**config.mk**
```make
export PLATFORM = sky130hd
export DESIGN_NAME = logic_sample_rle_encoder
export DESIGN_NICKNAME = d
export VERILOG_FILES = /design/src/rtl/core/lsre_pkg.sv /design/src/rtl/core/lsre_front.sv /design/src/rtl/core/lsre_queue.sv /design/src/rtl/core/lsre_back.sv /design/src/rtl/core/logic_sample_rle_encoder.sv
export SDC_FILE = /design/constraint.sdc
export NUM_CORES = 1
export LEC_CHECK = 0
export ABC_AREA = 1
export BUFFER_PORTS_ARGS = -buffer_cell sky130_fd_sc_hd__buf_2
export CAP_MARGIN = 0
export CORE_ASPECT_RATIO = 0.8
export CORE_MARGIN = 2
export CORE_UTILIZATION = 60
export DETAILED_ROUTE_END_ITERATION = 16
export HOLD_SLACK_MARGIN = 0.06
export PLACE_DENSITY = 0.9
export REMOVE_ABC_BUFFERS = 1
export SLEW_MARGIN = 20
export SYNTH_ARGS = -nofsm -noshare
export SYNTH_HDL_FRONTEND = slang
export SYNTH_SLANG_ARGS = --single-unit
```
**constraint.sdc**
```tcl
create_clock -name clk -period 5 [get_ports clk]
set_input_delay 0.25 -clock clk [delete_from_list [all_inputs] [get_ports clk]]
set_output_delay 0.25 -clock clk [all_outputs]
set_load 0.05 [all_outputs]
```
**src/rtl/core/lsre_pkg.sv**
```systemverilog
// Shared types and constants for the logic sample run-length encoder.
package lsre_pkg;

  localparam int unsigned SAMPLE_W     = 16;
  localparam int unsigned VALUE_W      = 15;
  localparam int unsigned ADDR_W       = 12;
  localparam int unsigned BUF_W        = 13;
  localparam int unsigned POST_W       = 20;
  localparam int unsigned ADDR_SPAN    = 4096;
  localparam int unsigned QUEUE_DEPTH  = 4;
  localparam int unsigned QPTR_W       = 2;
  localparam int unsigned QCNT_W       = 3;
  localparam int unsigned PADDR_W      = 4;

  localparam logic [VALUE_W-1:0]  MAX_COUNT_16 = 15'h7fff;
  localparam logic [VALUE_W-1:0]  MAX_COUNT_8  = 15'h007f;
  localparam logic [SAMPLE_W-1:0] FLAG_16      = 16'h8000;
  localparam logic [SAMPLE_W-1:0] FLAG_8       = 16'h0080;
  localparam logic [POST_W-1:0]   PAIR_WORDS   = 20'd2;

  localparam logic [1:0] REG_SAMPLE_WIDTH = 2'd0;
  localparam logic [1:0] REG_BUFFER_WORDS = 2'd1;
  localparam logic [1:0] REG_POST_TRIGGER = 2'd2;

  // One emitted run: value word, count word and end-of-capture mark.
  typedef struct packed {
    logic                done;
    logic [SAMPLE_W-1:0] count_word;
    logic [VALUE_W-1:0]  value;
  } pair_t;

  typedef struct packed {
    logic  valid;
    pair_t pair;
  } push_t;

endpackage

```
**src/rtl/core/lsre_front.sv**
```systemverilog
// Front end: accepts samples, tracks the current run and trigger budget, queues pairs.
module lsre_front (
  input  logic                           clk,
  input  logic                           rst,
  input  logic                           sample_width_16,
  input  logic [lsre_pkg::POST_W-1:0]    post_trigger_words,
  input  logic                           s_tvalid,
  output logic                           s_tready,
  input  logic [lsre_pkg::SAMPLE_W-1:0]  sample,
  input  logic                           trigger_seen,
  input  logic                           q_full,
  output lsre_pkg::push_t                push
);

  logic [lsre_pkg::VALUE_W-1:0] run_value, run_count;
  logic [lsre_pkg::POST_W-1:0]  budget_left;
  logic                         after_trigger, finished;

  logic [lsre_pkg::VALUE_W-1:0]  maxc, v, cnt_inc, cnt_raw, cnt_sat;
  logic [lsre_pkg::SAMPLE_W-1:0] flag;
  logic [lsre_pkg::POST_W-1:0]   budget_next, budget_after;
  logic                          trig_next, same, emit, done, accept;

  assign s_tready = !q_full;
  assign accept   = s_tvalid && s_tready;

  always_comb begin
    maxc    = sample_width_16 ? lsre_pkg::MAX_COUNT_16 : lsre_pkg::MAX_COUNT_8;
    flag    = sample_width_16 ? lsre_pkg::FLAG_16 : lsre_pkg::FLAG_8;
    v       = sample[lsre_pkg::VALUE_W-1:0] & maxc;
    trig_next = after_trigger || trigger_seen;
    budget_next = (trigger_seen && !after_trigger) ?
                  {post_trigger_words[lsre_pkg::POST_W-1:1], 1'b0} : budget_left;
    same    = (v == run_value);
    cnt_inc = run_count + 1'b1;
    cnt_raw = same ? cnt_inc : run_count;
    cnt_sat = (cnt_raw > maxc) ? maxc : cnt_raw;
    emit    = !finished && (!same || (cnt_inc >= maxc));
    done    = trig_next && (budget_next <= lsre_pkg::PAIR_WORDS);
    if (!trig_next || done) begin
      budget_after = trig_next ? '0 : budget_next;
    end else begin
      budget_after = budget_next - lsre_pkg::PAIR_WORDS;
    end
    push.valid           = accept && emit;
    push.pair.done       = done;
    push.pair.value      = run_value;
    push.pair.count_word = {1'b0, cnt_sat} | flag;
  end

  always_ff @(posedge clk) begin
    if (rst) begin
      run_value     <= '0;
      run_count     <= '0;
      budget_left   <= '0;
      after_trigger <= 1'b0;
      finished      <= 1'b0;
    end else if (accept && !finished) begin
      after_trigger <= trig_next;
      if (emit) begin
        budget_left <= budget_after;
        finished    <= done;
        run_count   <= '0;
        if (!same) begin
          run_value <= v;
        end
      end else begin
        budget_left <= budget_next;
        run_count   <= cnt_inc;
      end
    end
  end

endmodule

```
**src/rtl/core/lsre_queue.sv**
```systemverilog
// Short request queue between the front and back ends.
module lsre_queue (
  input  logic            clk,
  input  logic            rst,
  input  lsre_pkg::push_t push,
  input  logic            pop,
  output logic            full,
  output logic            empty,
  output lsre_pkg::pair_t head
);

  lsre_pkg::pair_t                slots [lsre_pkg::QUEUE_DEPTH];
  logic [lsre_pkg::QPTR_W-1:0]    wr_ptr, rd_ptr;
  logic [lsre_pkg::QCNT_W-1:0]    count;
  logic                           do_push, do_pop;

  assign full    = (count == lsre_pkg::QCNT_W'(lsre_pkg::QUEUE_DEPTH));
  assign empty   = (count == '0);
  assign head    = slots[rd_ptr];
  assign do_push = push.valid && !full;
  assign do_pop  = pop && !empty;

  always_ff @(posedge clk) begin
    if (do_push) begin
      slots[wr_ptr] <= push.pair;
    end
  end

  always_ff @(posedge clk) begin
    if (rst) begin
      wr_ptr <= '0;
      rd_ptr <= '0;
      count  <= '0;
    end else begin
      if (do_push) begin
        wr_ptr <= wr_ptr + 1'b1;
      end
      if (do_pop) begin
        rd_ptr <= rd_ptr + 1'b1;
      end
      case ({do_push, do_pop})
        2'b10:   count <= count + 1'b1;
        2'b01:   count <= count - 1'b1;
        default: count <= count;
      endcase
    end
  end

endmodule

```
**src/rtl/core/lsre_back.sv**
```systemverilog
// Back end: splits each queued pair into two store words and advances the address.
module lsre_back #(
  parameter int unsigned STORE_DEPTH = 4096
) (
  input  logic                         clk,
  input  logic                         rst,
  input  logic [lsre_pkg::BUF_W-1:0]   buffer_words,
  input  logic                         q_empty,
  input  lsre_pkg::pair_t              head,
  output logic                         pop,
  output logic                         m_tvalid,
  input  logic                         m_tready,
  output logic [31:0]                  m_tdata,
  output logic                         m_tlast,
  output logic                         m_tuser
);

  localparam int unsigned CAP_INT = (STORE_DEPTH > lsre_pkg::ADDR_SPAN) ?
                                    lsre_pkg::ADDR_SPAN : STORE_DEPTH;
  localparam logic [lsre_pkg::BUF_W-1:0] DEPTH_CAP = lsre_pkg::BUF_W'(CAP_INT);

  logic [lsre_pkg::ADDR_W-1:0]   addr;
  logic [lsre_pkg::BUF_W-1:0]    limit, addr_inc;
  logic [lsre_pkg::ADDR_W-1:0]   addr_next;
  logic [lsre_pkg::SAMPLE_W-1:0] word;
  logic                          second, load;

  always_comb begin
    limit     = (buffer_words > DEPTH_CAP) ? DEPTH_CAP : buffer_words;
    addr_inc  = {1'b0, addr} + 1'b1;
    addr_next = (addr_inc >= limit) ? '0 : addr_inc[lsre_pkg::ADDR_W-1:0];
    word      = second ? head.count_word : {1'b0, head.value};
    load      = !m_tvalid || m_tready;
    pop       = load && !q_empty && second;
  end

  always_ff @(posedge clk) begin
    if (load && !q_empty) begin
      m_tdata <= {4'b0, word, addr};
      m_tlast <= second;
      m_tuser <= head.done;
    end
  end

  always_ff @(posedge clk) begin
    if (rst) begin
      m_tvalid <= 1'b0;
      addr     <= '0;
      second   <= 1'b0;
    end else if (load) begin
      m_tvalid <= !q_empty;
      if (!q_empty) begin
        addr   <= addr_next;
        second <= !second;
      end
    end
  end

endmodule

```
**src/rtl/core/logic_sample_rle_encoder.sv**
```systemverilog
// Top level of the logic sample run-length encoder with its register port.
//
// channel  dir  handshake          payload
// s_       in   s_tvalid/s_tready  s_tdata[15:0] sample, s_tuser trigger_seen
// m_       out  m_tvalid/m_tready  m_tdata addr/word, m_tlast count word, m_tuser done
// apb      in   psel/penable       paddr[3:2] register, pwdata, prdata
//
// A sample is taken every cycle while the four-entry pair queue has room.
// Each emitted pair leaves as two words, value word then count word; the back end's
// single output register takes the next pair only after both words are loaded.
// Reset clears run state, address and queue; registers return to defaults.
// A stalled output fills the queue, then s_tready drops.
module logic_sample_rle_encoder #(
  parameter int unsigned STORE_DEPTH = 4096
) (
  input  logic        clk,
  input  logic        rst,
  input  logic        s_tvalid,
  output logic        s_tready,
  input  logic [15:0] s_tdata,   // [15:0] sample
  input  logic        s_tuser,   // [0] trigger_seen
  output logic        m_tvalid,
  input  logic        m_tready,
  output logic [31:0] m_tdata,   // [11:0] store_addr, [27:12] store_word, [31:28] zero
  output logic        m_tlast,
  output logic        m_tuser,   // [0] capture_done
  input  logic        psel,
  input  logic        penable,
  input  logic        pwrite,
  input  logic [lsre_pkg::PADDR_W-1:0] paddr,
  input  logic [31:0] pwdata,
  output logic [31:0] prdata,
  output logic        pready
);

  logic                               sample_width_16;
  logic [lsre_pkg::BUF_W-1:0]         buffer_words;
  logic [lsre_pkg::POST_W-1:0]        post_trigger_words;
  logic [1:0]                         reg_idx;
  logic                               q_full, q_empty, pop;
  lsre_pkg::push_t                    push;
  lsre_pkg::pair_t                    head;

  assign pready  = 1'b1;
  assign reg_idx = paddr[3:2];

  always_comb begin
    case (reg_idx)
      lsre_pkg::REG_SAMPLE_WIDTH: prdata = {31'b0, sample_width_16};
      lsre_pkg::REG_BUFFER_WORDS: prdata = {19'b0, buffer_words};
      lsre_pkg::REG_POST_TRIGGER: prdata = {12'b0, post_trigger_words};
      default:                    prdata = '0;
    endcase
  end

  always_ff @(posedge clk) begin
    if (rst) begin
      sample_width_16    <= 1'b1;
      buffer_words       <= lsre_pkg::BUF_W'(lsre_pkg::ADDR_SPAN);
      post_trigger_words <= '0;
    end else if (psel && penable && pwrite && pready) begin
      case (reg_idx)
        lsre_pkg::REG_SAMPLE_WIDTH: sample_width_16    <= pwdata[0];
        lsre_pkg::REG_BUFFER_WORDS: buffer_words       <= pwdata[lsre_pkg::BUF_W-1:0];
        lsre_pkg::REG_POST_TRIGGER: post_trigger_words <= pwdata[lsre_pkg::POST_W-1:0];
        default: ;
      endcase
    end
  end

  lsre_front u_front (
    .clk                (clk),
    .rst                (rst),
    .sample_width_16    (sample_width_16),
    .post_trigger_words (post_trigger_words),
    .s_tvalid           (s_tvalid),
    .s_tready           (s_tready),
    .sample             (s_tdata),
    .trigger_seen       (s_tuser),
    .q_full             (q_full),
    .push               (push)
  );

  lsre_queue u_queue (
    .clk   (clk),
    .rst   (rst),
    .push  (push),
    .pop   (pop),
    .full  (q_full),
    .empty (q_empty),
    .head  (head)
  );

  lsre_back #(
    .STORE_DEPTH (STORE_DEPTH)
  ) u_back (
    .clk          (clk),
    .rst          (rst),
    .buffer_words (buffer_words),
    .q_empty      (q_empty),
    .head         (head),
    .pop          (pop),
    .m_tvalid     (m_tvalid),
    .m_tready     (m_tready),
    .m_tdata      (m_tdata),
    .m_tlast      (m_tlast),
    .m_tuser      (m_tuser)
  );

  // value word taken: its count word follows at once
  a_pair_follows: assert property (@(posedge clk) disable iff (rst)
    m_tvalid && m_tready && !m_tlast |=> m_tvalid && m_tlast)
    else $error("count word did not follow value word");

  // both words of a pair carry the same done mark
  a_done_pair: assert property (@(posedge clk) disable iff (rst)
    m_tvalid && m_tready && !m_tlast |=> m_tuser == $past(m_tuser))
    else $error("capture_done differs within a pair");

  // queue never takes a pair while full
  a_no_overflow: assert property (@(posedge clk) disable iff (rst)
    push.valid |-> !q_full)
    else $error("pair pushed into full queue");

endmodule
```
; Word-level counts from Yosys, hierarchy flattened
; Memories as Yosys holds them, arrays and structs flattened. A register that Yosys moved wholly into a read port is not among the register bits.
; Cells that the tools add are included.
[word_totals]
reg_bits = 137
mem_bits_rw = 128
wordCells = 92
memories = 1
[op_classes]
n_addsub = 7
magnitude_cmp = 5
n_eq_ne = 6
n_mux = 18
n_bitwise = 4
n_reduce_logical = 33
[mem_list]
columns = memory, words, width, rd, rd_ports_with_merged_regs, wr, line_no
row1 = u_queue.slots, 4, 32, 1, 1, 1, lsre_queue.sv:12  ; lsre_pkg::pair_t slots [lsre_pkg::QUEUE_DEPTH];
[op_table]
columns = op, n
row1 = 2-to-1 mux 20 bit, 4
row2 = 2-to-1 mux 15 bit, 5
row3 = case mux 20 bit (3 select lines), 1
row4 = "<= comparator 20 x 2 -> 1 bit, second input constant", 1
row5 = "subtractor 20 x 2 -> 20 bit, second input constant", 1
row6 = 2-to-1 mux 16 bit, 1
row7 = bitwise OR 15 x 16 -> 16 bit, 1
row8 = "adder 15 x 1 -> 15 bit, second input constant", 1
row9 = bitwise AND 15 bit, 1
row10 = == test 15 bit, 1
row11 = greater-or-equal comparator 15 bit, 1
row12 = > comparator 15 bit, 1
row13 = "adder 12 x 1 -> 13 bit, second input constant", 1
row14 = greater-or-equal comparator 13 bit, 1
row15 = "> comparator 13 bit, second input constant", 1
row16 = 2-to-1 mux 13 bit, 1
row17 = logical AND 1 bit, 12
row18 = 2-to-1 mux 12 bit, 1
row19 = AND reduction 2 bit, 5
row20 = logical NOT 1 bit, 8
row21 = case mux 3 bit (2 select lines), 1
row22 = "adder 2 x 1 -> 2 bit, second input constant", 2
row23 = "== test 2 x 1 -> 1 bit, second input constant", 2
row24 = "== test 2 bit, second input constant", 2
row25 = other kinds (11), 17

; Longest topological paths before layout
[logic_depth]
ltp_word = 10
mapped_depth = 24
ltp_nobuf = 23

; Cells and area by module
; From an unflattened synthesis, not the netlist that was laid out.
[hier_totals]
cells_unflattened = 1729
area_unflattened_um2 = 14078.5
[by_module_without_submodules]
columns = module, n_inst, cells_each, area_each_um2, seq_area_each_um2
row1 = lsre_queue, 1, 379, 5276.3, 4023.9
row2 = lsre_front, 1, 794, 4619.4, 1041.0
row3 = lsre_back, 1, 270, 2364.8, 1181.1
row4 = logic_sample_rle_encoder, 1, 286, 1818.0, 680.7

; Worst setup path before layout
; No wires, ideal clock.
[synth_timing]
path_type = register -> register
startpoint = register u_front.run_count[2] (netlist name)
endpoint = memory u_queue.slots[0][0] (netlist name) (enable)
arrival_ps = 3823
required_time_ps = 4579
path_slack_ps = 756
path_stages_with_launch = 19
n_path_buf = 1
cell_sequence = dfxtp_1 buf_2 nand2_1 nor2_1 nand3_1 nor4_1 nand2_1 xnor2_1 ha_1 nand2_1 nor2_1 nand3_1 nor2_1 nand3_1 nor2_1 nor2_1 nor2_1 inv_2 nor2_1
[synth_via]
elab_chain_len = 8
[synth_rtl]
columns = item, line_no
row1 = "start, declared", lsre_front.sv:15  ; logic [lsre_pkg::VALUE_W-1:0] run_value, run_count;
row2 = "start signal, assigned", lsre_front.sv:69  ; run_count <= cnt_inc;
row3 = adder 15 x 1 -> 15 bit, lsre_front.sv:35  ; cnt_inc = run_count + 1'b1;
row4 = greater-or-equal comparator 15 bit, lsre_front.sv:38  ; emit = !finished && (!same || (cnt_inc >= maxc));
row5 = logical OR 1 bit, lsre_front.sv:38
row6 = logical AND 1 bit, lsre_front.sv:38
row7 = logical AND 1 bit, lsre_front.sv:45  ; push.valid = accept && emit;
row8 = logical AND 1 bit, lsre_queue.sv:20  ; assign do_push = push.valid && !full;
row9 = 2-to-1 mux 1 bit, lsre_queue.sv:24  ; if (do_push) begin
row10 = 2-to-1 mux 1 bit (implied by the code), lsre_queue.sv:25  ; slots[wr_ptr] <= push.pair;
row11 = "end, declared", lsre_queue.sv:12
; No other way between the ends.

; Worst setup path in the final report
[layout_timing]
startpoint = register u_front.run_count[0] (netlist name)
endpoint = register u_queue.count[2] (netlist name)
[layout_via]
elab_chain_len = 8
[layout_rtl]
columns = item, line_no
row1 = adder 15 x 1 -> 15 bit (*), lsre_front.sv:35
row2 = greater-or-equal comparator 15 bit (*), lsre_front.sv:38
row3 = logical OR 1 bit (*), lsre_front.sv:38
row4 = logical AND 1 bit (*), lsre_front.sv:38
row5 = logical AND 1 bit (*), lsre_front.sv:45
row6 = logical AND 1 bit (*), lsre_queue.sv:20
row7 = == test 2 x 1 -> 1 bit / == test 2 bit (equally long branches), lsre_queue.sv:41  ; case ({do_push, do_pop})
row8 = case mux 3 bit (2 select lines) / nonzero test 2 bit (equally long branches), --
row9 = "end signal, assigned", lsre_queue.sv:42  ; 2'b10: count <= count + 1'b1;
row10 = "end signal, assigned", lsre_queue.sv:43  ; 2'b01: count <= count - 1'b1;
row11 = "end signal, assigned", lsre_queue.sv:44  ; default: count <= count;
row12 = "end, declared", lsre_queue.sv:14  ; logic [lsre_pkg::QCNT_W-1:0] count;
; Mark *: on every way between the ends. The rest lies on a longest branch, timed or not.
; A chain may end at the register's enable or synchronous reset.

==> results.sh <==
export IMPL_syn_inst=1624
export IMPL_final_common_cell="nand2_1"
export IMPL_internal_power_mw=4.46
export IMPL_die_y_microns=138
export IMPL_cts_resized=0
export IMPL_wl_per_cell_microns=16.3
export IMPL_clock_sinks=267
export IMPL_io_buffers=96
export IMPL_fin_tns_setup_ns=0
export IMPL_finalSetupViolCount=0
export IMPL_grt_pass1_wl_microns=52900
export IMPL_hold_worst_slack_ns=0.115
export IMPL_grt_pass1_vias=10900
export IMPL_seq_area_frac_synth_pct=51.7
export IMPL_seq_power_share_pct=41.1
export IMPL_gp_congestion=0.969
export IMPL_drtIter0Drc=1520
export IMPL_status="complete, no violations"
export IMPL_wl_microns=33300
export IMPL_ant_nets=0
export IMPL_cp_max_fo=11
export IMPL_cellPowerDensity_nw_per_um2=455
export IMPL_synthArstFlopShare_pct=0
export IMPL_htreeDepth=1
export IMPL_layout_drive_gt1_share_pct=10.6
export IMPL_rows=48
export IMPL_fillers=1503
export IMPL_core_sq_um=21700
export IMPL_drt_vias_per_instance=5.76
export IMPL_multiInputGateArea_sq_um=5620
export IMPL_syn_area_sq_um=13400
export IMPL_min_period_over_period_pct=91.4
export IMPL_post_cts_buffers=0
export IMPL_hold_violations=0
export IMPL_endpoint_kind="register"
export IMPL_synth_distinct_cells=46
export IMPL_clock_latency_ns=0.55
export IMPL_power_switching_mw=2.48
export IMPL_grt_max_degree=66
export IMPL_hold_path_class="in -> reg"
export IMPL_r2r_end="u_queue.count[2]$_SDFFE_PP0P_"
export IMPL_cts_tree="done"
export IMPL_p_sw_share_pct=35.8
export IMPL_pwr_share_clk_pct=29.9
export IMPL_slew_headroom_pct=25.7
export IMPL_fin_crit_ns=4.57
export IMPL_synth_edf_count=158
export IMPL_ys_flop_type="edfxtp_1"
export IMPL_vdd_drop_max_uv=245
export IMPL_numCtsBuffers=26
export IMPL_drv_cap=0
export IMPL_grt_antenna_before_repair=0
export IMPL_synth_seq_cells=267
export IMPL_final_cell_mix="383 x nand2_1, 222 x nor2_1, 158 x edfxtp_1"
export IMPL_dp_hpwl_microns=20700
export IMPL_ioPinCount=129
export IMPL_crit_arrival_ns=5.00
export IMPL_grt_overflow=0
export IMPL_clock_path_buffers=3
export IMPL_startpoint_type="register"
export IMPL_die_area_sq_um=23600
export IMPL_root_buffer="clkbuf_16"
export IMPL_hold_end="u_back.m_tvalid$_SDFFE_PP0N_"
export IMPL_whs_path_depth=4
export IMPL_clk_pin_slew_ns=0.06
export IMPL_max_freq_ghz=0.219
export IMPL_ff_latch_area_sq_um=6930
export IMPL_nNetsFinal=1823
export IMPL_r2r_start="u_front.run_count[0]$_SDFFE_PP0P_"
export IMPL_crit_required_ns=5.43
export IMPL_cellLeakagePower_nw=6.43
export IMPL_ys_warn_count=0
export IMPL_postSynthAreaPerCell_sq_um=8.25
export IMPL_die_width_microns=171
export IMPL_rsz0062_at_grt="no"
export IMPL_pwr_share_comb_pct=29.0
export IMPL_critical_path_class="reg -> reg"
export IMPL_initial_core_util_pct=61.6
export IMPL_drc=0
export IMPL_reg2reg_depth=20
export IMPL_diodes=0
export IMPL_rrSetupSlack_ns=0.43
export IMPL_area_delta_synth_final_pct=13.9
export IMPL_tightestPinTransition_ns=1.11
export IMPL_vias=11800
export IMPL_grtUsageTotal_pct=28.1
export IMPL_maxSlewViolCount=0
export IMPL_drt_pass1_iterations=6
export IMPL_hp_start="m_tready"
export IMPL_clock_skew_ns=0.0130
## through the flow
step                      setup slack, ns  area [sq um]  utilization [%]  cells  power [mW]
after CTS                           0.541         15300             70.2   2044        6.92
after detailed placement            0.632         14000             64.4   1959        4.84
after global routing               0.0140         15300             70.2   2044        7.23
final                               0.428         15300             70.2   2044        6.95
after floorplan                     0.617         13000                -   1549        4.31
after global placement              0.913         14000             64.4   1959        4.76
## logic make-up (layout without fill, tap and decap cells)
kind of cell | Yosys count | after routing | share of synthesized area, %
other cells | 2 | 17 | 0.0560
xor+xnor | 28 | 28 | 1.83
compound gates | 319 | 319 | 12.6
fa+ha+maj | 39 | 39 | 3.70
buf+inv | 218 | 323 | 7.02
flops | 267 | 267 | 51.7
simple gates | 751 | 751 | 23.1
## metal layers
layer	global-route usage, %	wire length (microns)
met1	37.2	13500
met4	10.5	867
met5	0	0
met2	47.2	15800
met3	4.11	3220
## worst max-delay path by stage
stage | start | depth (start not counted) | to
after global routing | u_front.run_count[0]$_SDFFE_PP0P_ | 20 | u_queue.count[2]$_SDFFE_PP0P_
after detailed placement | u_front.run_count[0]$_SDFFE_PP0P_ | 20 | u_queue.count[2]$_SDFFE_PP0P_
after CTS | u_front.run_count[0]$_SDFFE_PP0P_ | 20 | u_queue.count[2]$_SDFFE_PP0P_
final | u_front.run_count[0]$_SDFFE_PP0P_ | 20 | u_queue.count[2]$_SDFFE_PP0P_
after global placement | u_front.run_count[0]$_SDFFE_PP0P_ | 20 | u_queue.count[2]$_SDFFE_PP0P_
after floorplan | u_queue.count[1]$_SDFFE_PP0P_ | 6 | u_queue.slots[0][0]$_DFFE_PP_
## registers in the layout (all words and copies together), names as in the netlist, 2 cells and up, named ones only
| name | flops |
|---|---|
| buffer_words | 13 |
| post_trigger_words | 20 |
| u_back.addr | 12 |
| u_back.m_tdata | 28 |
| u_front.budget_left | 20 |
| u_front.run_count | 15 |
| u_front.run_value | 15 |
| u_queue.count | 3 |
| u_queue.rd_ptr | 2 |
| u_queue.slots | 128 |
| u_queue.wr_ptr | 2 |
## cells in the mapped netlist (3+ instances only)
cell type	count	area share, %
clkbuf_1	53	1.5
o21ai_2	3	0.20
inv_2	3	0.084
nand3b_1	8	0.45
o22ai_1	20	0.93
nor3_1	6	0.22
inv_1	124	3.5
o21ai_1	4	0.15
a21oi_1	122	4.6
nor2_4	3	0.25
nor2_2	8	0.37
xor2_1	18	1.2
xnor2_1	10	0.65
buf_4	22	1.2
ha_1	38	3.5
nor4_1	3	0.14
nand4_1	14	0.65
buf_1	3	0.084
o211ai_1	3	0.17
dfxtp_1	109	16
nand2_1	383	11
a31oi_1	16	0.75
nor2_1	226	6.3
buf_6	4	0.34
buf_2	8	0.30
nand2_2	5	0.23
nand3_1	84	3.1
edfxtp_1	158	35
o21ai_0	142	5.3
## power groups by stage
| stage | clock network [mW] | logic [mW] | registers [mW] |
|---|---|---|---|
| global placement | 0 | 1.89 | 2.87 |
| floorplan | 0 | 0.919 | 3.39 |
| CTS | 2.08 | 1.99 | 2.85 |
| global route | 2.16 | 2.18 | 2.89 |
| detailed placement | 0 | 1.95 | 2.89 |
| finish | 2.08 | 2.02 | 2.85 |
## worst max-delay path, cell delays in order, from the launching register on
cell	delay, ns
dfxtp_1	0.55
ha_1	0.32
nand2_1	0.12
nor3_1	0.32
nand4_1	0.19
xnor2_1	0.29
ha_1	0.31
a21oi_1	0.13
o21ai_0	0.09
a21oi_1	0.27
nand3_1	0.12
nor2_1	0.20
nor2_1	0.12
inv_2	0.16
ha_1	0.19
inv_1	0.09
fa_1	0.40
a21oi_1	0.20
o21ai_0	0.14
o21ai_0	0.16
a21oi_1	0.06
## final cells by class
type / instances / share of cell area, %
sequential: 267 / 45.4
timing repair buffer: 147 / 6.26
clock inverter: 15 / 1.40
tap: 300 / 2.46
multi-input combinational: 1154 / 36.8
clock buffer: 33 / 4.56
inverter: 128 / 3.15
## timing repair
item                                    4_1_cts  5_1_grt
endpoints found under the hold margin        47        0
hold buffers                                 37        0
endpoints found under the setup margin        0        0
No activity file was read; power rests on OpenSTA's default activity.
